--- config.mk ---
export PLATFORM = sky130hd
export DESIGN_NAME = lcd_window_pixel_writer
export DESIGN_NICKNAME = d
export VERILOG_FILES = /design/src/hw/rtl/lwpw_pkg.sv /design/src/hw/rtl/lcd_window_pixel_writer.sv
export SDC_FILE = /design/constraint.sdc
export NUM_CORES = 1
export LEC_CHECK = 0
export CAP_MARGIN = 0
export CORE_ASPECT_RATIO = 2
export CORE_UTILIZATION = 69
export DETAILED_ROUTE_END_ITERATION = 6
export DONT_BUFFER_PORTS = 1
export GPL_ROUTABILITY_DRIVEN = 0
export PLACE_DENSITY = 0.83
export SETUP_SLACK_MARGIN = 0.2
export SYNTH_ARGS = -nofsm -noshare
export SYNTH_HDL_FRONTEND = slang
export SYNTH_SLANG_ARGS = --single-unit
--- constraint.sdc ---
create_clock -name clk -period 15.4 [get_ports clk]
set_input_delay 3.08 -clock clk [delete_from_list [all_inputs] [get_ports clk]]
set_output_delay 3.08 -clock clk [all_outputs]
set_load 0.1 [all_outputs]
--- src/hw/rtl/lwpw_pkg.sv ---
// Package for the window pixel writer: word types of both channels, command codes,
// display bus opcodes and the byte positions of a drawing sequence.
// Depends on nothing; used by lcd_window_pixel_writer.
`default_nettype none

package lwpw_pkg;

  localparam int CNT_W  = 17;
  localparam int HASH_W = 32;

  localparam logic [CNT_W-1:0] COUNT_MAX = '1;

  typedef enum logic [1:0] {
    CMD_WINDOW = 2'd0,
    CMD_PIXEL  = 2'd1,
    CMD_PLOT   = 2'd2,
    CMD_NONE   = 2'd3
  } cmd_t;

  localparam logic [7:0] OP_COL_SET   = 8'h2A;
  localparam logic [7:0] OP_ROW_SET   = 8'h2B;
  localparam logic [7:0] OP_MEM_WRITE = 8'h2C;

  localparam logic [3:0] BYTE_COL_CMD    = 4'd0;
  localparam logic [3:0] BYTE_COL_LO_HI  = 4'd1;
  localparam logic [3:0] BYTE_COL_LO_LO  = 4'd2;
  localparam logic [3:0] BYTE_COL_HI_HI  = 4'd3;
  localparam logic [3:0] BYTE_COL_HI_LO  = 4'd4;
  localparam logic [3:0] BYTE_ROW_CMD    = 4'd5;
  localparam logic [3:0] BYTE_ROW_LO_HI  = 4'd6;
  localparam logic [3:0] BYTE_ROW_LO_LO  = 4'd7;
  localparam logic [3:0] BYTE_ROW_HI_HI  = 4'd8;
  localparam logic [3:0] BYTE_ROW_HI_LO  = 4'd9;
  localparam logic [3:0] BYTE_MEM_WRITE  = 4'd10;
  localparam logic [3:0] BYTE_PIX_HI     = 4'd11;
  localparam logic [3:0] BYTE_PIX_LO     = 4'd12;

  typedef struct packed {
    logic [1:0]  command;
    logic [15:0] x_first;
    logic [15:0] y_first;
    logic [15:0] x_second;
    logic [15:0] y_second;
    logic [7:0]  red;
    logic [7:0]  green;
    logic [7:0]  blue;
  } in_word_t;

  typedef struct packed {
    logic [7:0]        bus_byte;
    logic              is_data;
    logic              last;
    logic [CNT_W-1:0]  pixels_left;
    logic [HASH_W-1:0] image_hash;
  } out_word_t;

  typedef struct packed {
    logic [15:0]       c_lo;
    logic [15:0]       c_hi;
    logic [15:0]       r_lo;
    logic [15:0]       r_hi;
    logic [7:0]        pix_hi;
    logic [7:0]        pix_lo;
    logic [3:0]        end_idx;
    logic [CNT_W-1:0]  pixels_left;
    logic [HASH_W-1:0] hash;
  } job_t;

endpackage

`default_nettype wire

--- src/hw/rtl/lcd_window_pixel_writer.sv ---
// Window pixel writer: turns drawing requests into the command and data byte stream
// of a TFT controller on an 8-bit parallel bus. Depends on lwpw_pkg.
//
//   Port group  Direction  Handshake            Word
//   in_         in         in_valid/in_stall    in_word  (lwpw_pkg::in_word_t)
//   out_        out        out_valid/out_stall  out_word (lwpw_pkg::out_word_t)
//   cfg_        in         cfg_we               cfg_wdata (hash enable)
//
// A request passes an input register, a clipping stage and a counting stage, then a
// byte sequencer that sends one bus byte per cycle while out_stall is low, through the
// output register. A streamed pixel sends two bytes, an open window eleven and a plot
// thirteen. The first byte of a request reaches the output register after passing the
// input, clipping and job registers in that order.
// Requests that send nothing are dropped at the counting stage. Reset is synchronous and
// clears the hash and the pixel count; a stall holds every stage that cannot move on.
`default_nettype none

module lcd_window_pixel_writer #(
  parameter int DISPLAY_WIDTH  = 240,
  parameter int DISPLAY_HEIGHT = 320
) (
  input  wire logic                clk,
  input  wire logic                rst_n,
  input  wire logic                cfg_we,
  input  wire logic                cfg_wdata,
  input  wire logic                in_valid,
  output logic                     in_stall,
  input  wire lwpw_pkg::in_word_t  in_word,
  output logic                     out_valid,
  input  wire logic                out_stall,
  output lwpw_pkg::out_word_t      out_word
);

  import lwpw_pkg::*;

  localparam int MaxDim = (DISPLAY_WIDTH > DISPLAY_HEIGHT) ? DISPLAY_WIDTH : DISPLAY_HEIGHT;
  localparam int DimW   = $clog2(MaxDim + 1);
  localparam int ProdW  = 2 * DimW;
  localparam int ExtW   = (ProdW > CNT_W) ? ProdW : CNT_W;

  localparam logic [15:0] ColLast = 16'(DISPLAY_WIDTH - 1);
  localparam logic [15:0] RowLast = 16'(DISPLAY_HEIGHT - 1);

  typedef struct packed {
    logic [1:0]      cmd;
    logic            off;
    logic [15:0]     c_lo;
    logic [15:0]     c_hi;
    logic [15:0]     r_lo;
    logic [15:0]     r_hi;
    logic [DimW-1:0] c_len;
    logic [DimW-1:0] r_len;
    logic [7:0]      pix_hi;
    logic [7:0]      pix_lo;
  } clip_t;

  logic              hash_en_r;
  logic              in_valid_r, in_valid_nxt;
  in_word_t          in_r;
  logic              a_valid_r, a_valid_nxt;
  clip_t             a_r, a_nxt;
  logic              job_valid_r, job_valid_nxt;
  job_t              job_r, job_nxt;
  logic [3:0]        idx_r, idx_nxt;
  logic              out_valid_r, out_valid_nxt;
  out_word_t         out_r, out_nxt;
  logic [HASH_W-1:0] hash_r, hash_nxt;
  logic [CNT_W-1:0]  rem_r, rem_nxt;

  logic              in_take, a_load, a_drop, b_fire, job_load, job_done, emit;
  logic [15:0]       c_min, c_max, c_clip, r_min, r_max, r_clip, c_diff, r_diff;
  logic [ProdW-1:0]  prod;
  logic [CNT_W-1:0]  cnt_sat, rem_upd;
  logic [HASH_W-1:0] hash_mix, hash_upd;

  // Input register.
  assign in_take      = in_valid && !in_stall;
  assign a_load       = in_valid_r && (!a_valid_r || b_fire);
  assign in_stall     = in_valid_r && !a_load;
  assign in_valid_nxt = in_take ? 1'b1 : (a_load ? 1'b0 : in_valid_r);

  // Clipping stage: sort, clip the far ends, measure; a plot runs to the display edge.
  always_comb begin
    c_min  = (in_r.x_first < in_r.x_second) ? in_r.x_first : in_r.x_second;
    c_max  = (in_r.x_first < in_r.x_second) ? in_r.x_second : in_r.x_first;
    r_min  = (in_r.y_first < in_r.y_second) ? in_r.y_first : in_r.y_second;
    r_max  = (in_r.y_first < in_r.y_second) ? in_r.y_second : in_r.y_first;
    c_clip = (c_max > ColLast) ? ColLast : c_max;
    r_clip = (r_max > RowLast) ? RowLast : r_max;
    c_diff = c_clip - c_min;
    r_diff = r_clip - r_min;

    a_nxt        = '0;
    a_nxt.cmd    = in_r.command;
    a_nxt.pix_hi = {in_r.red[7:3], in_r.green[7:5]};
    a_nxt.pix_lo = {in_r.green[4:2], in_r.blue[7:3]};
    a_nxt.c_len  = c_diff[DimW-1:0] + DimW'(1);
    a_nxt.r_len  = r_diff[DimW-1:0] + DimW'(1);
    if (in_r.command == CMD_PLOT) begin
      a_nxt.c_lo = in_r.x_first;
      a_nxt.c_hi = ColLast;
      a_nxt.r_lo = in_r.y_first;
      a_nxt.r_hi = RowLast;
    end else begin
      a_nxt.off  = (c_min > c_clip) || (r_min > r_clip);
      a_nxt.c_lo = c_min;
      a_nxt.c_hi = c_clip;
      a_nxt.r_lo = r_min;
      a_nxt.r_hi = r_clip;
    end
  end

  assign a_valid_nxt = a_load ? 1'b1 : (b_fire ? 1'b0 : a_valid_r);

  // Counting stage: pixel count, hash update and loading of the byte sequencer.
  assign a_drop   = (a_r.cmd == CMD_NONE) || ((a_r.cmd == CMD_WINDOW) && a_r.off);
  assign emit     = job_valid_r && (!out_valid_r || !out_stall);
  assign job_done = emit && (idx_r == job_r.end_idx);
  assign b_fire   = a_valid_r && (a_drop || !job_valid_r || job_done);
  assign job_load = b_fire && !a_drop;

  assign prod     = ProdW'(a_r.c_len) * ProdW'(a_r.r_len);
  assign cnt_sat  = (ExtW'(prod) > ExtW'(COUNT_MAX)) ? COUNT_MAX : CNT_W'(ExtW'(prod));
  assign hash_mix = hash_r ^ {24'd0, a_r.pix_hi ^ a_r.pix_lo};

  always_comb begin
    rem_upd  = rem_r;
    hash_upd = hash_r;
    case (a_r.cmd)
      CMD_WINDOW: begin
        rem_upd = a_r.off ? '0 : cnt_sat;
      end
      CMD_PIXEL: begin
        rem_upd = (rem_r != '0) ? rem_r - CNT_W'(1) : rem_r;
        if (hash_en_r) begin
          hash_upd = {hash_mix[0], hash_mix[HASH_W-1:1]};
        end
      end
      CMD_PLOT: begin
        if (hash_en_r) begin
          hash_upd = {hash_mix[0], hash_mix[HASH_W-1:1]};
        end
      end
      default: begin
        rem_upd = rem_r;
      end
    endcase
  end

  assign rem_nxt  = b_fire ? rem_upd : rem_r;
  assign hash_nxt = b_fire ? hash_upd : hash_r;

  always_comb begin
    job_nxt             = job_r;
    idx_nxt             = emit ? idx_r + 4'd1 : idx_r;
    job_valid_nxt       = job_done ? 1'b0 : job_valid_r;
    if (job_load) begin
      job_valid_nxt       = 1'b1;
      job_nxt.c_lo        = a_r.c_lo;
      job_nxt.c_hi        = a_r.c_hi;
      job_nxt.r_lo        = a_r.r_lo;
      job_nxt.r_hi        = a_r.r_hi;
      job_nxt.pix_hi      = a_r.pix_hi;
      job_nxt.pix_lo      = a_r.pix_lo;
      job_nxt.pixels_left = rem_upd;
      job_nxt.hash        = hash_upd;
      job_nxt.end_idx     = (a_r.cmd == CMD_WINDOW) ? BYTE_MEM_WRITE : BYTE_PIX_LO;
      idx_nxt             = (a_r.cmd == CMD_PIXEL) ? BYTE_PIX_HI : BYTE_COL_CMD;
    end
  end

  // Byte sequencer feeding the output register.
  always_comb begin
    out_nxt             = out_r;
    out_nxt.is_data     = 1'b1;
    out_nxt.last        = (idx_r == job_r.end_idx);
    out_nxt.pixels_left = job_r.pixels_left;
    out_nxt.image_hash  = job_r.hash;
    unique case (idx_r)
      BYTE_COL_CMD: begin
        out_nxt.bus_byte = OP_COL_SET;
        out_nxt.is_data  = 1'b0;
      end
      BYTE_COL_LO_HI: out_nxt.bus_byte = job_r.c_lo[15:8];
      BYTE_COL_LO_LO: out_nxt.bus_byte = job_r.c_lo[7:0];
      BYTE_COL_HI_HI: out_nxt.bus_byte = job_r.c_hi[15:8];
      BYTE_COL_HI_LO: out_nxt.bus_byte = job_r.c_hi[7:0];
      BYTE_ROW_CMD: begin
        out_nxt.bus_byte = OP_ROW_SET;
        out_nxt.is_data  = 1'b0;
      end
      BYTE_ROW_LO_HI: out_nxt.bus_byte = job_r.r_lo[15:8];
      BYTE_ROW_LO_LO: out_nxt.bus_byte = job_r.r_lo[7:0];
      BYTE_ROW_HI_HI: out_nxt.bus_byte = job_r.r_hi[15:8];
      BYTE_ROW_HI_LO: out_nxt.bus_byte = job_r.r_hi[7:0];
      BYTE_MEM_WRITE: begin
        out_nxt.bus_byte = OP_MEM_WRITE;
        out_nxt.is_data  = 1'b0;
      end
      BYTE_PIX_HI: out_nxt.bus_byte = job_r.pix_hi;
      BYTE_PIX_LO: out_nxt.bus_byte = job_r.pix_lo;
      default:     out_nxt.bus_byte = 8'd0;
    endcase
  end

  assign out_valid_nxt = emit ? 1'b1 : (out_stall ? out_valid_r : 1'b0);
  assign out_valid     = out_valid_r;
  assign out_word      = out_r;

  always_ff @(posedge clk) begin
    if (!rst_n) begin
      hash_en_r   <= 1'b1;
      in_valid_r  <= 1'b0;
      a_valid_r   <= 1'b0;
      job_valid_r <= 1'b0;
      out_valid_r <= 1'b0;
      hash_r      <= '0;
      rem_r       <= '0;
      idx_r       <= BYTE_COL_CMD;
    end else begin
      if (cfg_we) begin
        hash_en_r <= cfg_wdata;
      end
      in_valid_r  <= in_valid_nxt;
      a_valid_r   <= a_valid_nxt;
      job_valid_r <= job_valid_nxt;
      out_valid_r <= out_valid_nxt;
      hash_r      <= hash_nxt;
      rem_r       <= rem_nxt;
      idx_r       <= idx_nxt;
    end
  end

  always_ff @(posedge clk) begin
    if (in_take) begin
      in_r <= in_word;
    end
    if (a_load) begin
      a_r <= a_nxt;
    end
    job_r <= job_nxt;
    if (emit) begin
      out_r <= out_nxt;
    end
  end

  a_cmd_bytes : assert property (@(posedge clk) disable iff (!rst_n)
    out_valid_r && !out_r.is_data |->
      (out_r.bus_byte == OP_COL_SET) || (out_r.bus_byte == OP_ROW_SET) ||
      (out_r.bus_byte == OP_MEM_WRITE))
    else $error("Command byte with an unknown opcode.");

  a_idx_range : assert property (@(posedge clk) disable iff (!rst_n)
    job_valid_r |-> idx_r <= job_r.end_idx)
    else $error("Byte sequencer ran past the end of its sequence.");

  a_hash_hold : assert property (@(posedge clk) disable iff (!rst_n)
    !b_fire |=> hash_r == $past(hash_r))
    else $error("Hash changed without a request being counted.");

endmodule

`default_nettype wire

Word level (Yosys, flattened, before mapping)
Cells that the tools add are included.
- bitwise logic cells: 2
- $lt $le $gt $ge: 7
- equality and inequality tests: 18
- $add $sub $neg: 6
- multiply operators: 1
- reductions and logical operators: 30
- muxes and demuxes: 27
- operators with widths (cell ; count):
    8-bit case mux with 13 select lines ; 1
    16-bit 2-to-1 mux ; 6
    32-bit 2-to-1 mux ; 2
    64-bit 2-to-1 mux ; 1
    17-bit 2-to-1 mux ; 3
    17-bit case mux with 2 select lines ; 1
    16-bit > comparator ; 2
    16-bit < comparator ; 2
    32-bit by 8-bit bitwise XOR with 32-bit output ; 1
    4-bit == test, second input constant ; 5
    9-bit by 1-bit adder with 9-bit output, second input constant ; 2
    18-bit by 17-bit > comparator with 1-bit output, second input constant ; 1
    9-bit by 9-bit multiplier with 18-bit output ; 1
    9-bit subtractor ; 2
    17-bit nonzero test ; 1
    17-bit by 1-bit subtractor with 17-bit output, second input constant ; 1
    4-bit by 3-bit == test with 1-bit output, second input constant ; 4
    16-bit by 8-bit > comparator with 1-bit output, second input constant ; 1
    16-bit by 9-bit > comparator with 1-bit output, second input constant ; 1
    4-bit 2-to-1 mux ; 3
    1-bit 2-to-1 mux ; 9
    4-bit by 2-bit == test with 1-bit output, second input constant ; 2
    1-bit logical AND ; 8
    2-bit nonzero test ; 4
    14 further kinds ; 27
- flip-flop bits (word level): 441
- logic and storage cells: 131

Depth between registers and ports, before layout
- depth in word-level cells: 13
- mapped depth: 21
- depth with buffers taken out: 19

Worst setup path after synthesis
Ideal clock, no wire load.
- path kind: in2reg
- start: in out_stall
- end: reg a_r[0] in the netlist's numbering (enable)
- cell stages on the path: 4
- data arrival time: 8384 ps
- path slack: 6442 ps
- required time: 14826 ps
- cell sequence: and2_1 o41ai_1 nor2_1 nor2b_1
- word-level cells in the longest chain between the ends: 8
- RTL lines (element ; RTL line ; RTL):
    start, declared ; lcd_window_pixel_writer.sv:30 ; input wire logic out_stall,
    1-bit zero test ; lcd_window_pixel_writer.sv:117 ; assign emit = job_valid_r && (!out_valid_r || !out_stall);
    1-bit logical OR ; lcd_window_pixel_writer.sv:117 ;
    1-bit logical AND ; lcd_window_pixel_writer.sv:117 ;
    1-bit logical AND ; lcd_window_pixel_writer.sv:118 ; assign job_done = emit && (idx_r == job_r.end_idx);
    1-bit logical OR ; lcd_window_pixel_writer.sv:119 ; assign b_fire = a_valid_r && (a_drop || !job_valid_r || job_done);
    1-bit logical AND ; lcd_window_pixel_writer.sv:119 ;
    1-bit logical OR ; lcd_window_pixel_writer.sv:78 ; assign a_load = in_valid_r && (!a_valid_r || b_fire);
    1-bit logical AND ; lcd_window_pixel_writer.sv:78 ;
    via a_load ; lcd_window_pixel_writer.sv:70 ; logic in_take, a_load, a_drop, b_fire, job_load, job_done, emit;
    end signal, assigned ; lcd_window_pixel_writer.sv:239 ; a_r <= a_nxt;
    end, declared ; lcd_window_pixel_writer.sv:61 ; clip_t a_r, a_nxt;
The timed path passes the listed nets, and every way through them passes these cells.
A chain may end at the register's enable or synchronous reset.

Worst setup path in the final report
- start: in out_stall
- end: out in_stall
- word-level cells in the longest chain between the ends: 10
- RTL lines (element ; RTL line ; RTL):
    1-bit zero test ; lcd_window_pixel_writer.sv:117 ;
    1-bit logical OR ; lcd_window_pixel_writer.sv:117 ;
    1-bit logical AND ; lcd_window_pixel_writer.sv:117 ;
    1-bit logical AND ; lcd_window_pixel_writer.sv:118 ;
    1-bit logical OR ; lcd_window_pixel_writer.sv:119 ;
    1-bit logical AND ; lcd_window_pixel_writer.sv:119 ;
    1-bit logical OR ; lcd_window_pixel_writer.sv:78 ;
    1-bit logical AND ; lcd_window_pixel_writer.sv:78 ;
    1-bit zero test ; lcd_window_pixel_writer.sv:79 ; assign in_stall = in_valid_r && !a_load;
    1-bit logical AND ; lcd_window_pixel_writer.sv:79 ;
    end, declared ; lcd_window_pixel_writer.sv:27 ; output logic in_stall,
No other way between the ends.

==> impl_metrics.yaml <==
final_layout:
  final_nets: 2053
  post-route-util: 0.7546
  syn2layout_area_growth_pct: 7.743
  diodes: 0
  fillers: 1917
  drive_gt1_frac: 0.08301
floorplanning:
  initial_core_util: 0.7004
  dieWidth_um: 128.3
  dieArea_um2: 32660
  fp-row-count: 92
  ioPinCount: 157
  die_h_um: 254.6
  core_um2: 31430
detailed_routing:
  wl_per_cell_um: 21.30
  ant_nets: 0
  drtIter0Drc: 1193
  via_per_inst: 6.422
  dr.pass1.iters: 7
  drc: 11
  wl_mm: 47.24
  vias: 14240
clock_tree:
  clkSinkCount: 431
  holdBufCountCts: 0
  cts_buffer_depth: 3
  numCtsBuffers: 37
  clock_latency_ns: 0.58
  postCtsSetupBuffers: 0
  htree_levels: 2
  clk_pin_slew_ns: 0.08
  cts_resized: 0
  root_buffer: "clkbuf_16"
  cts_tree: "done"
setup_path:
  cp_num_buf_inv: 0
  crit_fanout: 4
  slowest_delay_ns: 0.89
  critical_path.cell_chain: "and2_1 > o41ai_1 > nor2_1 > and2_1"
  cpMaxStageDelayCell: "o41ai_1"
  worstPathRequired_ns: 12.32
  critPathLaunch: "out_stall"
  criticalPathCategory: "primary input to output pin"
  end_kind: "output pin"
  crit_top_cell: "and2_1"
  r2r_start: "in_r[49]$_DFFE_PP_"
  cp_top_family: "simple AND/OR/NAND/NOR gates"
  cp-start-kind: "primary input"
  cp.arrival_ns: 5.03
sta:
  fin_skew_ns: 0.03155
  period_share: 0.5267
  slew_headroom: 0.2062
  tns_ns: 0
  post-route-min-period_ns: 8.111
  tightest_slew_ns: 1.183
  max_freq_mhz: 123.3
  rsz0062_at_grt: "no"
  holdWs_ns: 0.4026
  setup_viol_count_final: 0
  final_hold_viol_count: 0
  drv_slew: 0
logic_synthesis:
  synth_edf_count: 373
  ys_warn_count: 0
  netlist_area_um2: 22010
  yosys_register_bits: 431
  yosysSeqAreaShare: 0.5617
  syn_inst: 1762
  synth_async_sr_flop_share: 0
  ys.flop_type: "edfxtp_1"
  synth_cell_types: 75
  syn_avg_cell_area_um2: 12.49
global_routing:
  grt_max_degree: 83
  grt_antenna_before_repair: 0
  grt_use_total: 0.2964
  grt_pass1_wl_mm: 73.83
  first_global_vias: 14490
  overflow: 0
pwr:
  worst_ir_drop_vdd_v: 0.0001506
  power_uw: 3638
  p_per_area_nw_per_um2: 153.4
  power_leakage_uw: 0.009003
outcome:
  outcome: "finished with violations"
  failed_checks: "design-rule violations"
min_path:
  min-delay-start: "a_r[81]$_SDFFCE_PP0P_"
  hold_class: "flop to flop"
place:
  io_buffer_count: 0
  dp_hpwl_mm: 32.99
job:
  drv_cap: 0
routing by layer:
metal  GRT usage  wire length (um)  up-vias
met5           0                 0        -
met1      0.3000             15660     6926
met2      0.5637             26170      669
li1            -                 -     6461
met3     0.03713              2363      187
met4      0.1859              3049        0
report_power, final:
group / internal [uW] / switching (uW) / leakage [uW]
registers: 1340 / 84.1 / 0.00390
clock network: 530 / 427 / 0.000600
logic: 485 / 773 / 0.00451
cell usage in the layout (no fill, tap or decap), drive strengths merged, types with 22 or more instances in the layout:
master / count
a21o: 35
a21oi: 96
and2: 60
clkbuf: 45
conb: 30
dfxtp: 58
edfxtp: 373
fa: 54
ha: 136
inv: 132
mux2: 91
mux2i: 25
nand2: 140
nand3: 23
nand4: 22
nor2: 87
nor3: 39
o21ai: 65
xnor2: 27
registers in the layout, summed over array words and instances, names as in the netlist, 4 cells and up:
signal and cells:
out_word 59, idx_r 4, rem_r 17, hash_r 32, job_r 131, in_r 64
a_r 101, a_nxt 18
area by class of cell:
| class | instances | area, um^2 | area share |
|---|---|---|---|
| clock buffers | 45 | 987.2 | 0.04163 |
| clock inverters | 22 | 234.0 | 0.009867 |
| inverters | 130 | 490.5 | 0.02068 |
| multi-input cells | 1155 | 9020 | 0.3804 |
| flip-flops and latches | 431 | 12360 | 0.5213 |
| well taps | 423 | 529.3 | 0.02232 |
| repair buffers | 12 | 90.09 | 0.003799 |
logic make-up after synthesis:
group,count (synthesis),synth area share
compound gates,335,0.1011
xor+xnor,42,0.01671
fa+ha+maj,190,0.1264
buf+inv,204,0.03530
flops,431,0.5617
mux,118,0.05998
other cells,2,0.0003412
simple gates,440,0.09841
metrics by stage:
stage	setup WS (ns)	area, um^2	std cells
finish	7.289	23710	2218
global placement	7.375	22490	2151
floorplan	6.442	22110	1790
global route	7.180	23710	2218
CTS	7.273	23710	2218
detailed placement	7.282	22490	2151
Yosys cell counts (4+ instances only):
cell,instances,area [um^2]
a211oi_1,7,52.55
a21boi_0,4,30.03
a21o_1,35,262.8
a21oi_1,96,480.5
a221oi_1,4,35.03
a222oi_1,16,160.2
a22oi_1,6,45.04
a31oi_1,7,43.79
and2_1,60,375.4
and3_1,5,31.28
buf_2,6,30.03
clkbuf_1,64,240.2
dfxtp_1,58,1161
edfxtp_1,373,11200
fa_1,54,1081
ha_1,136,1702
inv_1,129,484.2
mux2_1,21,236.5
mux2_2,70,788.3
mux2i_1,25,250.2
nand2_1,140,525.5
nand2b_1,9,56.30
nand3_1,23,115.1
nand4_1,22,137.6
nor2_1,87,326.6
nor2b_1,9,56.30
nor3_1,39,195.2
nor4_1,11,68.82
nor4b_1,4,35.03
o2111ai_1,8,70.07
o211ai_1,15,112.6
o21a_1,9,67.56
o21ai_0,63,315.3
o221ai_1,12,105.1
o22ai_1,16,100.1
or3_1,8,50.05
or4_1,8,60.06
xnor2_1,27,236.5
xor2_1,15,131.4
worst paths after layout:
kind                               end  slack, ns  cells past startpoint
setup / recovery              in_stall       7.29                      4
hold / removal    job_r[116]$_DFFE_PP_       0.40                      0
setup reg to reg     a_r[32]$_DFFE_PP_       9.38                     19
hold reg to reg   job_r[116]$_DFFE_PP_       0.40                      0
Note: power is estimated with default switching activity, not from simulation.
